[src/design/pexp_pkg.sv]
package pexp_pkg;

    // Fixed field widths of the item and write channels.
    localparam int OPCODE_W     = 2;
    localparam int SLOT_W       = 8;
    localparam int COLOR_W      = 16;
    localparam int INDEX_W      = 8;
    localparam int LINE_OUT_W   = 8;
    localparam int COLUMN_OUT_W = 9;
    localparam int SRC_WIDTH_W  = 9;
    localparam int SRC_HEIGHT_W = 8;
    localparam int COUNT_W      = 9;
    localparam int JOB_COL_W    = 10;
    localparam int CMP_W        = 11;

    localparam int CFG_INDEX_W = 8;
    localparam int CFG_DATA_W  = 9;

    localparam logic [CFG_INDEX_W-1:0] REG_SOURCE_WIDTH  = 8'd0;
    localparam logic [CFG_INDEX_W-1:0] REG_SOURCE_HEIGHT = 8'd1;

    localparam logic [SRC_WIDTH_W-1:0]  SOURCE_WIDTH_RESET  = 9'd320;
    localparam logic [SRC_HEIGHT_W-1:0] SOURCE_HEIGHT_RESET = 8'd240;
    localparam logic [COUNT_W-1:0]      LINE_MAX            = 9'd511;

    localparam int QUEUE_DEPTH = 4;
    localparam int QUEUE_AW    = $clog2(QUEUE_DEPTH);
    localparam int QUEUE_CW    = $clog2(QUEUE_DEPTH + 1);

    typedef enum logic [OPCODE_W-1:0] {
        OP_PALETTE = 2'd0,
        OP_PIXEL   = 2'd1,
        OP_FRAME   = 2'd2
    } t_opcode;

    // One classified pixel: base line, base column, which of the four
    // (line, column) pairs land on screen, and the swapped colour.
    typedef struct packed {
        logic [COUNT_W-1:0]   line0;
        logic [JOB_COL_W-1:0] col0;
        logic [3:0]           mask;
        logic [COLOR_W-1:0]   color;
    } t_job;

endpackage

[src/design/pexp_in_if.sv]
interface pexp_in_if;
    logic                            valid;
    logic                            ready;
    logic [pexp_pkg::OPCODE_W-1:0]   opcode;
    logic [pexp_pkg::SLOT_W-1:0]     palette_slot;
    logic [pexp_pkg::COLOR_W-1:0]    palette_value;
    logic [pexp_pkg::INDEX_W-1:0]    pixel_index;

    modport source (output valid, opcode, palette_slot, palette_value, pixel_index,
                    input ready);
    modport sink   (input valid, opcode, palette_slot, palette_value, pixel_index,
                    output ready);
endinterface

[src/design/pexp_out_if.sv]
interface pexp_out_if;
    logic                                valid;
    logic                                ready;
    logic [pexp_pkg::LINE_OUT_W-1:0]     screen_line;
    logic [pexp_pkg::COLUMN_OUT_W-1:0]   screen_column;
    logic [pexp_pkg::COLOR_W-1:0]        pixel_color;
    logic                                last_write;

    modport source (output valid, screen_line, screen_column, pixel_color, last_write,
                    input ready);
    modport sink   (input valid, screen_line, screen_column, pixel_color, last_write,
                    output ready);
endinterface

[src/design/pexp_cfg_if.sv]
interface pexp_cfg_if;
    logic                               valid;
    logic                               ready;
    logic [pexp_pkg::CFG_INDEX_W-1:0]   index;
    logic [pexp_pkg::CFG_DATA_W-1:0]    data;

    modport source (output valid, index, data, input ready);
    modport sink   (input valid, index, data, output ready);
endinterface

[src/design/pexp_front.sv]
module pexp_front #(
    parameter int SCREEN_WIDTH  = 320,
    parameter int SCREEN_HEIGHT = 240,
    parameter int PALETTE_DEPTH = 256
) (
    input  logic                                i_clk,
    input  logic                                i_rst_n,
    pexp_in_if.sink                             i_pix,
    input  logic [pexp_pkg::SRC_WIDTH_W-1:0]    i_source_width,
    input  logic [pexp_pkg::SRC_HEIGHT_W-1:0]   i_source_height,
    output logic                                o_job_valid,
    output pexp_pkg::t_job                      o_job,
    input  logic                                i_job_ready
);
    import pexp_pkg::*;

    localparam int                 AW      = $clog2(PALETTE_DEPTH);
    localparam logic [CMP_W-1:0]   W_LIM   = CMP_W'(SCREEN_WIDTH);
    localparam logic [CMP_W-1:0]   H_LIM   = CMP_W'(SCREEN_HEIGHT);
    localparam logic [SLOT_W:0]    PAL_LIM = (SLOT_W + 1)'(PALETTE_DEPTH);

    logic [COLOR_W-1:0]   r_palette [PALETTE_DEPTH];
    logic [COLOR_W-1:0]   r_rd_raw;
    logic                 r_rd_zero;
    logic                 r_job_valid;
    logic [COUNT_W-1:0]   r_job_line;
    logic [JOB_COL_W-1:0] r_job_col;
    logic [3:0]           r_job_mask;
    logic [COUNT_W-1:0]   r_src_col;
    logic [COUNT_W-1:0]   r_tgt_line;

    logic                 accept;
    logic                 push;
    t_opcode              op;
    logic                 hdouble;
    logic                 center;
    logic                 vdouble;
    logic [JOB_COL_W-1:0] offset;
    logic [JOB_COL_W-1:0] col0;
    logic                 line0_ok;
    logic                 line1_ok;
    logic                 col0_ok;
    logic                 col1_ok;
    logic [3:0]           mask;
    logic                 row_end;
    logic [COUNT_W:0]     line_sum;
    logic [COUNT_W-1:0]   n_src_col;
    logic [COUNT_W-1:0]   n_tgt_line;
    logic [COLOR_W-1:0]   color;

    assign op     = t_opcode'(i_pix.opcode);
    assign push   = r_job_valid && i_job_ready;
    assign i_pix.ready = !r_job_valid || i_job_ready;
    assign accept = i_pix.valid && i_pix.ready;

    // Mode decode and screen placement of the current source pixel.
    always_comb begin
        hdouble  = {1'b0, i_source_width, 1'b0} <= W_LIM;
        center   = !hdouble && ({2'b00, i_source_width} <= W_LIM);
        vdouble  = {2'b00, i_source_height, 1'b0} <= H_LIM;
        offset   = JOB_COL_W'((W_LIM - {2'b00, i_source_width}) >> 1);
        col0     = hdouble ? {r_src_col, 1'b0} : (offset + {1'b0, r_src_col});
        line0_ok = {2'b00, r_tgt_line} < H_LIM;
        line1_ok = vdouble && (({2'b00, r_tgt_line} + CMP_W'(1)) < H_LIM);
        col0_ok  = (hdouble || center) && ({1'b0, col0} < W_LIM);
        col1_ok  = hdouble && (({1'b0, col0} + CMP_W'(1)) < W_LIM);
        mask     = {line1_ok && col1_ok, line1_ok && col0_ok,
                    line0_ok && col1_ok, line0_ok && col0_ok};

        row_end  = ({1'b0, r_src_col} + (COUNT_W + 1)'(1)) >= {1'b0, i_source_width};
        line_sum = {1'b0, r_tgt_line} + (vdouble ? (COUNT_W + 1)'(2) : (COUNT_W + 1)'(1));
        if (row_end) begin
            n_src_col  = '0;
            n_tgt_line = (line_sum > {1'b0, LINE_MAX}) ? LINE_MAX : line_sum[COUNT_W-1:0];
        end else begin
            n_src_col  = r_src_col + COUNT_W'(1);
            n_tgt_line = r_tgt_line;
        end
    end

    // Palette memory: at most one write or one registered read per accepted item.
    always_ff @(posedge i_clk) begin
        if (accept && op == OP_PALETTE && ({1'b0, i_pix.palette_slot} < PAL_LIM)) begin
            r_palette[i_pix.palette_slot[AW-1:0]] <= i_pix.palette_value;
        end
        if (accept && op == OP_PIXEL) begin
            r_rd_raw  <= r_palette[i_pix.pixel_index[AW-1:0]];
            r_rd_zero <= {1'b0, i_pix.pixel_index} >= PAL_LIM;
            r_job_line <= r_tgt_line;
            r_job_col  <= col0;
            r_job_mask <= mask;
        end
    end

    always_ff @(posedge i_clk) begin
        if (!i_rst_n) begin
            r_job_valid <= 1'b0;
            r_src_col   <= '0;
            r_tgt_line  <= '0;
        end else begin
            if (accept) begin
                r_job_valid <= (op == OP_PIXEL) && (mask != 4'b0000);
                unique case (op)
                    OP_PIXEL: begin
                        r_src_col  <= n_src_col;
                        r_tgt_line <= n_tgt_line;
                    end
                    OP_FRAME: begin
                        r_src_col  <= '0;
                        r_tgt_line <= '0;
                    end
                    default: begin
                    end
                endcase
            end else if (push) begin
                r_job_valid <= 1'b0;
            end
        end
    end

    assign color = r_rd_zero ? '0 : {r_rd_raw[7:0], r_rd_raw[15:8]};

    assign o_job_valid = r_job_valid;
    assign o_job       = '{line0: r_job_line, col0: r_job_col, mask: r_job_mask,
                           color: color};

endmodule

[src/design/pexp_queue.sv]
module pexp_queue (
    input  logic             i_clk,
    input  logic             i_rst_n,
    input  logic             i_push,
    input  pexp_pkg::t_job   i_data,
    output logic             o_ready,
    output logic             o_valid,
    output pexp_pkg::t_job   o_data,
    input  logic             i_pop
);
    import pexp_pkg::*;

    t_job                r_mem [QUEUE_DEPTH];
    logic [QUEUE_AW-1:0] r_wr_ptr;
    logic [QUEUE_AW-1:0] r_rd_ptr;
    logic [QUEUE_CW-1:0] r_count;
    logic                do_push;
    logic                do_pop;

    assign o_ready = r_count < QUEUE_CW'(QUEUE_DEPTH);
    assign o_valid = r_count != '0;
    assign o_data  = r_mem[r_rd_ptr];
    assign do_push = i_push && o_ready;
    assign do_pop  = i_pop && o_valid;

    always_ff @(posedge i_clk) begin
        if (do_push) begin
            r_mem[r_wr_ptr] <= i_data;
        end
    end

    always_ff @(posedge i_clk) begin
        if (!i_rst_n) begin
            r_wr_ptr <= '0;
            r_rd_ptr <= '0;
            r_count  <= '0;
        end else begin
            if (do_push) begin
                r_wr_ptr <= r_wr_ptr + QUEUE_AW'(1);
            end
            if (do_pop) begin
                r_rd_ptr <= r_rd_ptr + QUEUE_AW'(1);
            end
            case ({do_push, do_pop})
                2'b10:   r_count <= r_count + QUEUE_CW'(1);
                2'b01:   r_count <= r_count - QUEUE_CW'(1);
                default: r_count <= r_count;
            endcase
        end
    end

endmodule

[src/design/pexp_back.sv]
module pexp_back (
    input  logic             i_clk,
    input  logic             i_rst_n,
    input  logic             i_job_valid,
    input  pexp_pkg::t_job   i_job,
    output logic             o_job_pop,
    pexp_out_if.source       o_wr
);
    import pexp_pkg::*;

    t_job                    r_cur;
    logic [3:0]              r_cur_mask;
    logic                    r_out_valid;
    logic [LINE_OUT_W-1:0]   r_line;
    logic [COLUMN_OUT_W-1:0] r_col;
    logic [COLOR_W-1:0]      r_color;
    logic                    r_last;

    logic                    can_emit;
    logic                    has_work;
    logic [1:0]              sel;
    logic [3:0]              remain;
    logic [COUNT_W-1:0]      line_sel;
    logic [JOB_COL_W-1:0]    col_sel;

    assign can_emit  = !r_out_valid || o_wr.ready;
    assign has_work  = r_cur_mask != 4'b0000;

    always_comb begin
        if (r_cur_mask[0]) begin
            sel = 2'd0;
        end else if (r_cur_mask[1]) begin
            sel = 2'd1;
        end else if (r_cur_mask[2]) begin
            sel = 2'd2;
        end else begin
            sel = 2'd3;
        end
        remain   = r_cur_mask & ~(4'b0001 << sel);
        line_sel = sel[1] ? (r_cur.line0 + COUNT_W'(1)) : r_cur.line0;
        col_sel  = sel[0] ? (r_cur.col0 + JOB_COL_W'(1)) : r_cur.col0;
    end

    // The next job is taken as the last write of the current one goes out.
    assign o_job_pop = i_job_valid && (!has_work || (can_emit && remain == 4'b0000));

    always_ff @(posedge i_clk) begin
        if (o_job_pop) begin
            r_cur <= i_job;
        end
        if (can_emit && has_work) begin
            r_line  <= line_sel[LINE_OUT_W-1:0];
            r_col   <= col_sel[COLUMN_OUT_W-1:0];
            r_color <= r_cur.color;
            r_last  <= remain == 4'b0000;
        end
    end

    always_ff @(posedge i_clk) begin
        if (!i_rst_n) begin
            r_cur_mask  <= '0;
            r_out_valid <= 1'b0;
        end else begin
            if (o_job_pop) begin
                r_cur_mask <= i_job.mask;
            end else if (can_emit && has_work) begin
                r_cur_mask <= remain;
            end
            if (can_emit) begin
                r_out_valid <= has_work;
            end
        end
    end

    assign o_wr.valid         = r_out_valid;
    assign o_wr.screen_line   = r_line;
    assign o_wr.screen_column = r_col;
    assign o_wr.pixel_color   = r_color;
    assign o_wr.last_write    = r_last;

endmodule

[src/design/palette_expand_pixel_doubler.sv]
// Palette expansion with optional 2x upscale, producing framebuffer writes.
// i_pix carries items: a palette write (slot and 16-bit colour), a source pixel
// (8-bit colour index) or a start of frame, which rewinds to screen line 0.
// o_wr carries framebuffer writes, each with line, column, byte-swapped
// colour, and a flag on the last write that a source pixel causes. A pixel
// gives up to four writes; palette, frame and unused items give none.
// i_cfg sets the source width (index 0) and height (index 1); it is always
// ready and should be written only while the block is idle.
// A pixel passes through the front's job register, the job queue, the back's
// current-job register and the output register before its first write is on o_wr.
// The single write port emits one write per cycle while the receiver is ready,
// so a pixel holds it for all of its writes, four when both axes are doubled;
// new items are taken every cycle while the queue has room.
// A four-entry job queue and the output register absorb a stalled receiver;
// i_pix.ready falls only when the queue and the front stage are both full.
// Reset clears the column and line counters, empties the queue and restores
// a 320 by 240 source; palette entries hold nothing until they are written.
module palette_expand_pixel_doubler #(
    parameter int SCREEN_WIDTH  = 320,
    parameter int SCREEN_HEIGHT = 240,
    parameter int PALETTE_DEPTH = 256
) (
    input  logic        i_clk,
    input  logic        i_rst_n,
    pexp_in_if.sink     i_pix,
    pexp_cfg_if.sink    i_cfg,
    pexp_out_if.source  o_wr
);
    import pexp_pkg::*;

    logic [SRC_WIDTH_W-1:0]  r_source_width;
    logic [SRC_HEIGHT_W-1:0] r_source_height;

    logic job_valid;
    t_job job;
    logic job_ready;
    logic q_valid;
    t_job q_data;
    logic q_pop;

    // Configuration registers; writes to indexes beyond the list are dropped.
    assign i_cfg.ready = 1'b1;

    always_ff @(posedge i_clk) begin
        if (!i_rst_n) begin
            r_source_width  <= SOURCE_WIDTH_RESET;
            r_source_height <= SOURCE_HEIGHT_RESET;
        end else if (i_cfg.valid) begin
            if (i_cfg.index == REG_SOURCE_WIDTH) begin
                r_source_width <= i_cfg.data[SRC_WIDTH_W-1:0];
            end else if (i_cfg.index == REG_SOURCE_HEIGHT) begin
                r_source_height <= i_cfg.data[SRC_HEIGHT_W-1:0];
            end
        end
    end

    // The front decodes each item, keeps the counters and reads the palette.
    pexp_front #(
        .SCREEN_WIDTH  (SCREEN_WIDTH),
        .SCREEN_HEIGHT (SCREEN_HEIGHT),
        .PALETTE_DEPTH (PALETTE_DEPTH)
    ) u_front (
        .i_clk           (i_clk),
        .i_rst_n         (i_rst_n),
        .i_pix           (i_pix),
        .i_source_width  (r_source_width),
        .i_source_height (r_source_height),
        .o_job_valid     (job_valid),
        .o_job           (job),
        .i_job_ready     (job_ready)
    );

    pexp_queue u_queue (
        .i_clk   (i_clk),
        .i_rst_n (i_rst_n),
        .i_push  (job_valid),
        .i_data  (job),
        .o_ready (job_ready),
        .o_valid (q_valid),
        .o_data  (q_data),
        .i_pop   (q_pop)
    );

    // The back expands each job into its framebuffer writes, one per cycle while the receiver is ready.
    pexp_back u_back (
        .i_clk       (i_clk),
        .i_rst_n     (i_rst_n),
        .i_job_valid (q_valid),
        .i_job       (q_data),
        .o_job_pop   (q_pop),
        .o_wr        (o_wr)
    );

`ifndef SYNTHESIS
    // Items other than pixels never place a job in the queue.
    assert property (@(posedge i_clk) disable iff (!i_rst_n)
        (i_pix.valid && i_pix.ready && i_pix.opcode != OP_PIXEL) |=> !job_valid)
        else $error("job raised by an item that is not a pixel");

    // A taken write that is not the last is followed at once by the next one.
    assert property (@(posedge i_clk) disable iff (!i_rst_n)
        (o_wr.valid && o_wr.ready && !o_wr.last_write) |=> o_wr.valid)
        else $error("gap inside the writes of one pixel");

    // No write is offered in the cycle after reset.
    assert property (@(posedge i_clk)
        !i_rst_n |=> !o_wr.valid)
        else $error("write offered straight after reset");
`endif

endmodule

[src/flat_wrapper.sv]
// flat-port wrapper written by rule: the top's interface ports become plain ports
module palette_expand_pixel_doubler_flat import pexp_pkg::*;
#(
    parameter int SCREEN_WIDTH  = 320,
    parameter int SCREEN_HEIGHT = 240,
    parameter int PALETTE_DEPTH = 256
)
  (i_clk, i_rst_n, i_pix_valid, i_pix_opcode, i_pix_palette_slot, i_pix_palette_value, i_pix_pixel_index, i_pix_ready, i_cfg_valid, i_cfg_index, i_cfg_data, i_cfg_ready, o_wr_valid, o_wr_screen_line, o_wr_screen_column, o_wr_pixel_color, o_wr_last_write, o_wr_ready);
  pexp_in_if i_pix_i ();
  pexp_cfg_if i_cfg_i ();
  pexp_out_if o_wr_i ();
  input  logic i_clk;
  input  logic i_rst_n;
  input wire logic [$bits(i_pix_i.valid)-1:0] i_pix_valid;
  input wire logic [$bits(i_pix_i.opcode)-1:0] i_pix_opcode;
  input wire logic [$bits(i_pix_i.palette_slot)-1:0] i_pix_palette_slot;
  input wire logic [$bits(i_pix_i.palette_value)-1:0] i_pix_palette_value;
  input wire logic [$bits(i_pix_i.pixel_index)-1:0] i_pix_pixel_index;
  output wire logic [$bits(i_pix_i.ready)-1:0] i_pix_ready;
  input wire logic [$bits(i_cfg_i.valid)-1:0] i_cfg_valid;
  input wire logic [$bits(i_cfg_i.index)-1:0] i_cfg_index;
  input wire logic [$bits(i_cfg_i.data)-1:0] i_cfg_data;
  output wire logic [$bits(i_cfg_i.ready)-1:0] i_cfg_ready;
  output wire logic [$bits(o_wr_i.valid)-1:0] o_wr_valid;
  output wire logic [$bits(o_wr_i.screen_line)-1:0] o_wr_screen_line;
  output wire logic [$bits(o_wr_i.screen_column)-1:0] o_wr_screen_column;
  output wire logic [$bits(o_wr_i.pixel_color)-1:0] o_wr_pixel_color;
  output wire logic [$bits(o_wr_i.last_write)-1:0] o_wr_last_write;
  input wire logic [$bits(o_wr_i.ready)-1:0] o_wr_ready;
  assign i_pix_i.valid = i_pix_valid;
  assign i_pix_i.opcode = i_pix_opcode;
  assign i_pix_i.palette_slot = i_pix_palette_slot;
  assign i_pix_i.palette_value = i_pix_palette_value;
  assign i_pix_i.pixel_index = i_pix_pixel_index;
  assign i_pix_ready = i_pix_i.ready;
  assign i_cfg_i.valid = i_cfg_valid;
  assign i_cfg_i.index = i_cfg_index;
  assign i_cfg_i.data = i_cfg_data;
  assign i_cfg_ready = i_cfg_i.ready;
  assign o_wr_valid = o_wr_i.valid;
  assign o_wr_screen_line = o_wr_i.screen_line;
  assign o_wr_screen_column = o_wr_i.screen_column;
  assign o_wr_pixel_color = o_wr_i.pixel_color;
  assign o_wr_last_write = o_wr_i.last_write;
  assign o_wr_i.ready = o_wr_ready;
  palette_expand_pixel_doubler #(.SCREEN_WIDTH(SCREEN_WIDTH), .SCREEN_HEIGHT(SCREEN_HEIGHT), .PALETTE_DEPTH(PALETTE_DEPTH)) u_core (.i_clk(i_clk), .i_rst_n(i_rst_n), .i_pix(i_pix_i), .i_cfg(i_cfg_i), .o_wr(o_wr_i));
endmodule
[config.mk]
export PLATFORM = sky130hd
export DESIGN_NAME = palette_expand_pixel_doubler_flat
export DESIGN_NICKNAME = d
export VERILOG_FILES = /design/src/design/pexp_pkg.sv /design/src/design/pexp_in_if.sv /design/src/design/pexp_out_if.sv /design/src/design/pexp_cfg_if.sv /design/src/design/pexp_front.sv /design/src/design/pexp_queue.sv /design/src/design/pexp_back.sv /design/src/design/palette_expand_pixel_doubler.sv /design/src/flat_wrapper.sv
export SDC_FILE = /design/constraint.sdc
export NUM_CORES = 2
export LEC_CHECK = 0
export BUFFER_PORTS_ARGS = -buffer_cell sky130_fd_sc_hd__buf_2
export CORE_MARGIN = 4
export CORE_UTILIZATION = 55
export DETAILED_ROUTE_END_ITERATION = 10
export HOLD_SLACK_MARGIN = 0.12
export PLACE_DENSITY = 0.77
export SLEW_MARGIN = 40
export SYNTH_ARGS = -nofsm -noshare
export SYNTH_HDL_FRONTEND = slang
export SYNTH_MEMORY_MAX_BITS = 65536
export SYNTH_SLANG_ARGS = --single-unit
[constraint.sdc]
create_clock -name i_clk -period 5.8 [get_ports i_clk]
set_input_delay 0.58 -clock i_clk [delete_from_list [all_inputs] [get_ports i_clk]]
set_output_delay 0.58 -clock i_clk [all_outputs]
set_load 0.01 [all_outputs]
Word-level counts from Yosys, hierarchy flattened
Memory sizes are Yosys's and may differ from the RTL's. A register that Yosys moved wholly into a read port is not among the register bits.
Cells that the tools add are included.
{ "totals": {"elab_cells": 117, "mem_bits_rw": 4252, "inputBits": 56, "ff_bits": 138, "mem_count": 2} }
{ "classes": {"n_reduce_logical": 39, "muxes": 23, "bitwise": 3, "n_eq_ne": 6, "shift": 1, "addsub": 13, "magnitude_cmp": 10} }
{ "mem_list": {"columns": ["memory", "depth", "width", "read_ports", "rd_ports_with_merged_regs", "write_ports", "line_no", "text"], "rows": [
  ["u_core.u_front.r_palette", 256, 16, 1, 1, 1, "pexp_front.sv:22", "logic [COLOR_W-1:0] r_palette [PALETTE_DEPTH];"],
  ["u_core.u_queue.r_mem", 4, 39, 1, 1, 1, "pexp_queue.sv:13", "t_job r_mem [QUEUE_DEPTH];"]
]} }
{ "op_table": {"columns": ["operator", "count"], "rows": [
  ["$mux W9", 4],
  ["$pmux W9 S2", 2],
  ["$add A9 B1 Y10 const B", 2],
  ["$add A9 B1 Y9 const B", 2],
  ["$logic_and A1 B1 Y1", 17],
  ["$add A10 B1 Y11 const B", 1],
  ["$lt A11 B9 Y1 const B", 1],
  ["$add A10 B9 Y10", 1],
  ["$add A9 B2 Y10", 1],
  ["$ge A10 B9 Y1", 1],
  ["$gt A10 B9 Y1 const B", 1],
  ["$le A10 B9 Y1 const B", 1],
  ["$lt A10 B8 Y1 const B", 1],
  ["$lt A10 B9 Y1 const B", 1],
  ["$mux W10", 1],
  ["$mux W2", 5],
  ["$sub A9 B9 Y10 const A", 1],
  ["$le A9 B8 Y1 const B", 1],
  ["$le A9 B9 Y1 const B", 1],
  ["$lt A9 B8 Y1 const B", 1],
  ["$add A8 B1 Y8 const B", 1],
  ["$eq A8 B1 Y1 const B", 1],
  ["$logic_not A8 Y1", 1],
  ["$mux W4", 2],
  ["other kinds (23)", 44]
]} }

Depth between registers and ports, before layout
{ "logic_depth": {"ltp_word": 13, "ltp_mapped": 13, "mapped_depth_nobuf": 13} }

Hierarchy
Synthesis repeated with hierarchy kept, for this count alone.
{ "hier_totals": {"hier_cells": 7932, "area_unflattened_um2": 168915.8} }
{ "modules_own_cells": {"columns": ["mod", "area_each_um2", "cells_per_inst", "n_inst"], "rows": [
  ["pexp_front", 159488.0, 7463, 1],
  ["pexp_queue", 6089.6, 252, 1],
  ["pexp_back", 2603.7, 139, 1],
  ["palette_expand_pixel_doubler", 734.5, 78, 1]
]} }

Worst setup path before layout
Ideal clock, no wire load.
{ "synth_timing": {"path_type": "register -> register", "start": "register u_core.u_back.r_cur_mask[0]", "end": "register u_core.u_queue.r_count[2]", "arrival_ps": 3409, "path_stages_with_launch": 11, "setup_slack_ps": 2316, "required_ps": 5724, "cell_sequence": "dfxtp_1 > or3_1 > nor2_1 > a21oi_1 > nor2_2 > ha_1 > inv_1 > fa_1 > xor2_1 > or3_1 > a21boi_0"} }
{ "synth_between": {"elab_chain_len": 11} }
{ "synth_rtl": {"columns": ["item", "line_no", "text"], "rows": [
  ["start, declared", "pexp_back.sv:12", "logic [3:0] r_cur_mask;"],
  ["start signal, assigned", "pexp_back.sv:65", "r_cur_mask <= i_job.mask;"],
  ["start signal, assigned", "pexp_back.sv:67", "r_cur_mask <= remain;"],
  ["$mux W2", "pexp_back.sv:30", "if (r_cur_mask[0]) begin"],
  ["$shl A1 B2 Y4", "pexp_back.sv:39", "remain = r_cur_mask & ~(4'b0001 << sel);"],
  ["$not A4 Y4", "pexp_back.sv:39", null],
  ["$and A4 B4 Y4", "pexp_back.sv:39", null],
  ["$logic_not A4 Y1", "pexp_back.sv:45", "assign o_job_pop = i_job_valid && (!has_work || (can_emit && remain == 4'b0000));"],
  ["$logic_and A1 B1 Y1", "pexp_back.sv:45", null],
  ["$logic_or A1 B1 Y1 (*)", "pexp_back.sv:45", null],
  ["$logic_and A1 B1 Y1 (*)", "pexp_back.sv:45", null],
  ["net u_core.q_pop", "palette_expand_pixel_doubler.sv:39", "logic q_pop;"],
  ["$logic_and A1 B1 Y1 (*)", "pexp_queue.sv:24", "assign do_pop = i_pop && o_valid;"],
  ["$eq A2 B1 Y1 or $eq A2 B2 Y1 (tied branches)", "pexp_queue.sv:44", "case ({do_push, do_pop})"],
  ["$pmux W3 S2 or $reduce_bool A2 Y1 (tied branches)", null, null],
  ["end signal, assigned", "pexp_queue.sv:45", "2'b10: r_count <= r_count + QUEUE_CW'(1);"],
  ["end signal, assigned", "pexp_queue.sv:46", "2'b01: r_count <= r_count - QUEUE_CW'(1);"],
  ["end signal, assigned", "pexp_queue.sv:47", "default: r_count <= r_count;"],
  ["end, declared", "pexp_queue.sv:16", "logic [QUEUE_CW-1:0] r_count;"]
]} }
Mark *: on every way through the listed nets, which the timed path passes. The rest lies on a longest branch.
A chain may end at the register's enable or synchronous reset.

==> run_results.csv <==
group,metric,value,unit
synth,synth_top_family_by_area,"multiplexers",
drt,vias,86930,
global_route,track_usage,26.87,%
pwr,seqPwrFrac,53.9,%
synth,yosysWarnings,0,
pwr,pwr-share-comb,6.1,%
sta,hold_viol_final,0,
synth,synthesis.area,168000,µm²
synth,async_flop_share,0,%
final_layout,final_common_cell,"edfxtp_1",
drt,viasPerCell,6.726,
global_route,grt_max_degree,169,
clock_network,cts_setup_buffers,0,
global_route,antenna_found_initial,33,
sta,tns,0,ns
hold_path,hp-start,"i_pix_palette_value[1]",
drt,drtAntennaViolNets,0,
clock_network,cts.sinks,4398,
synth,yosysTopAreaCell,"edfxtp_1",
hold_path,holdPathEnd,"u_core.u_front.r_palette[237][1]$_DFFE_PP_",
placement,gp_congestion,0.8882,
critical_path,crit_type,"in2reg",
synth,synth_cells,7925,
pwr,leakagePower,60.68,nW
synth,synth_xor_area_share,0.2033,%
critical_path,regToRegSetupSlack,2.00,ns
floorplan,die_width,560.7,µm
synth,ys_seq_area_share,78.29,%
clock_network,clk_pin_slew,0.06,ns
synth,synthMuxAreaShare,14.06,%
sta,slew_violations,0,
floorplan,io-pin-count,93,
synth,synth_top_area_share,77.70,%
status,status,"complete, no violations",
sta,rsz0062_at_grt,"false",
global_route,grt_pass1_wl,617.2,mm
synth,synth-simple-area-share,2.040,%
global_route,overflow,0,
clock_network,clk_latency,0.93,ns
critical_path,critical_path_required,6.46,ns
clock_network,htreeDepth,5,
synth,syn_avg_cell_area,21.20,µm²
synth,yosys-top-cells-area,"edfxtp_1 (78%), mux4_2 (11%), mux2i_1 (3.2%)",
pwr,switchingPower,14.33,mW
clock_network,cts_root_buffer,"clkbuf_16",
synth,synth_edf_count,4348,
sta,fin_skew,0.05531,ns
sta,fmax,256.0,MHz
placement,port_buffers,91,
global_route,grt_pass1_vias,86130,
synth,synth_adder_area_share,0.2800,%
critical_path,cpPeakStageDelay,0.73,ns
synth,synth_ff_type,"edfxtp_1",
synth,syn_nets,8016,
clock_network,cts_buffer_depth,4,
hold_path,hold_path_class,"in2reg",
critical_path,cp-end-kind,"register",
critical_path,timing.rr.start,"u_core.u_queue.r_count[2]$_SDFFE_PN0P_",
floorplan,rows,202,
critical_path,cp-start-kind,"primary input",
floorplan,dieArea,314400,µm²
critical_path,critPathArrivalTime,4.57,ns
floorplan,initial_core_util,55.36,%
final_layout,drive_above_1_share,23.22,%
drt,drt_wl_total,430.2,mm
final_layout,area.growth.synth_to_final,13.02,%
run,cap_violations,0,
sta,period_needed,3.906,ns
critical_path,cp_slowest_cell,"nor4_2",
pwr,intPower,51.66,mW
critical_path,regToRegEndpoint,"u_core.u_front.r_palette[156][8]$_DFFE_PP_",
clock_network,cts_resized,0,
synth,synth_compound_area_share,3.658,%
synth,ys_types,59,
sta,finalCritPeriodShare,67.35,%
pwr,pwr-share-clk,40.0,%
sta,relSlewSlack,28.45,%
clock_network,cts_made_buffers,417,
critical_path,path_cells,"buf_12, buf_16, buf_12, buf_12, buf_4, buf_4, mux2i_1, o22ai_1, nor4_2, a21oi_1, nand4_1, nor3_1",
critical_path,path_common_cell,"buf_12",
sta,whs,0.1431,ns
drt,drt-wirelength-per-cell,33.28,µm
final_layout,nets,8578,
floorplan,die_h,560.7,µm
hold_path,min_path_cells,1,
pwr,swShare,21.71,%
pwr,peakVddDrop,0.2671,mV
sta,setup_viol,0,
synth,synth_seq_cells,4398,
clock_network,cts_tree,"built",
placement,dpl.hpwl,245.7,mm
drt,drt-initial-drc-count,13780,
drt,drc,0,
critical_path,ff2ff_path_depth,7,
critical_path,critPathMaxFanout,51,
pwr,powerDensity,347.4,nW/µm²
floorplan,design.core.area,303500,µm²
sta,tightest_slew,1.073,ns
drt,first_pass_iters,8,
final_layout,mostFrequentLayoutCells,"edfxtp_1 (4348), mux4_2 (805), mux2i_1 (543)",
[registers in the layout, summed over array words and instances, names as in the netlist, 3 cells and up, named ones only]
signal	count
u_core.u_front.r_job_mask	4
u_core.u_queue.r_mem	148
u_core.u_front.r_job_line	8
u_core.u_back.o_wr.pixel_color	16
u_core.u_front.r_tgt_line	9
u_core.u_queue.r_count	3
u_core.r_source_width	9
u_core.u_back.r_cur	33
u_core.u_back.o_wr.screen_column	9
u_core.u_front.r_palette	4096
u_core.u_back.r_cur_mask	4
u_core.r_source_height	8
u_core.u_front.r_job_col	9
u_core.u_front.r_src_col	9
u_core.u_back.o_wr.screen_line	8
u_core.u_front.r_rd_raw	16
[metrics by stage]
stage | power, mW | cell area, µm² | instances | setup WS [ns] | util [%]
floorplan | 38.31 | 168000 | 7925 | 2.316 | -
global placement | 39.95 | 175500 | 12090 | 0.7900 | 57.82
detailed placement | 40.16 | 176000 | 12100 | 1.172 | 57.99
CTS | 66.08 | 189300 | 12880 | 1.909 | 62.37
global route | 67.84 | 189900 | 12910 | 1.848 | 62.56
finish | 65.99 | 189900 | 12930 | 1.894 | 62.57
[worst max-delay path by stage]
stage / slack (ns) / from / end / cells after the start
5_1_grt: 1.85 / u_core.u_queue.r_count[2]$_SDFFE_PN0P_ / u_core.u_front.r_palette[156][7]$_DFFE_PP_ / 7
4_1_cts: 1.91 / u_core.u_queue.r_count[2]$_SDFFE_PN0P_ / u_core.u_front.r_palette[150][4]$_DFFE_PP_ / 7
3_5_place_dp: 1.17 / i_pix_pixel_index[0] / u_core.u_front.r_rd_raw[4]$_DFFE_PP_ / 9
6_report: 1.89 / i_pix_pixel_index[0] / u_core.u_front.r_rd_raw[0]$_DFFE_PP_ / 12
2_1_floorplan: 2.32 / u_core.u_back.r_cur_mask[0]$_SDFFE_PN0P_ / u_core.u_queue.r_count[2]$_SDFFE_PN0P_ / 10
3_3_place_gp: 0.79 / i_pix_pixel_index[0] / u_core.u_front.r_rd_raw[4]$_DFFE_PP_ / 9
[metal layers]
metal,wire length (µm),GRT usage [%],up-vias,part of all wire [%]
li1,-,-,34450,-
met1,152000,36.65,45060,35
met2,208300,42.47,6384,48
met3,49850,6.141,1011,12
met4,19990,11.00,22,4.6
met5,129,0,-,0.030
[repair_timing]
action,4_1_cts,5_1_grt
hold buffers,19,9
hold endpoints to repair,66,230
endpoints found under the setup margin,0,0
[synthesized netlist by cell type (15+ instances only)]
library cell and n:
mux4_2 805, edfxtp_1 4348, buf_4 73, buf_2 81
clkbuf_1 214, nand3_1 31, nor2b_1 45, a311oi_1 15
o21ai_0 32, o22ai_1 289, buf_1 44, nand4_1 30
ha_1 32, xnor2_1 27, nor3_1 125, a21oi_1 151
dfxtp_1 50, buf_6 37, and2_1 15, nor4_1 66
inv_1 30, nor2_1 286, nand2_1 89, a22oi_1 193
a22o_1 112, a221oi_1 48, mux2i_1 543
[power by group through the flow]
stage,Combinational (mW),Clock [mW],Sequential [mW]
floorplan,2.04,0,36.3
global placement,3.70,0,36.2
detailed placement,3.90,0,36.3
CTS,3.94,26.6,35.6
global route,4.21,28.0,35.6
finish,4.00,26.4,35.6
[logic make-up after synthesis]
family,Yosys count
adder cells (fa/ha/maj),36
AO/OA/AOI/OAI,893
AND/OR/NAND/NOR,725
XOR/XNOR,39
multiplexers,1354
flip-flops,4398
other,1
buffers and inverters,479
[area by class of cell]
type                            count  area (µm²)
Antenna cell                       22       55.05
Clock buffer                      505       10860
Clock inverter                    250        2248
Fill cell                       19230      113600
Inverter                           30       112.6
Multi-Input combinational cell   3048       34500
Sequential cell                  4398      131600
Tap cell                         4080        5105
Timing Repair Buffer              592        5479
[worst max-delay path, delay by kind of cell]
kind	cells	cell delay (ns)
mux	1	0.23
compound gates	2	0.28
simple gates	3	1.27
buf+inv	6	1.93
Power figures use the tool's default switching activity.
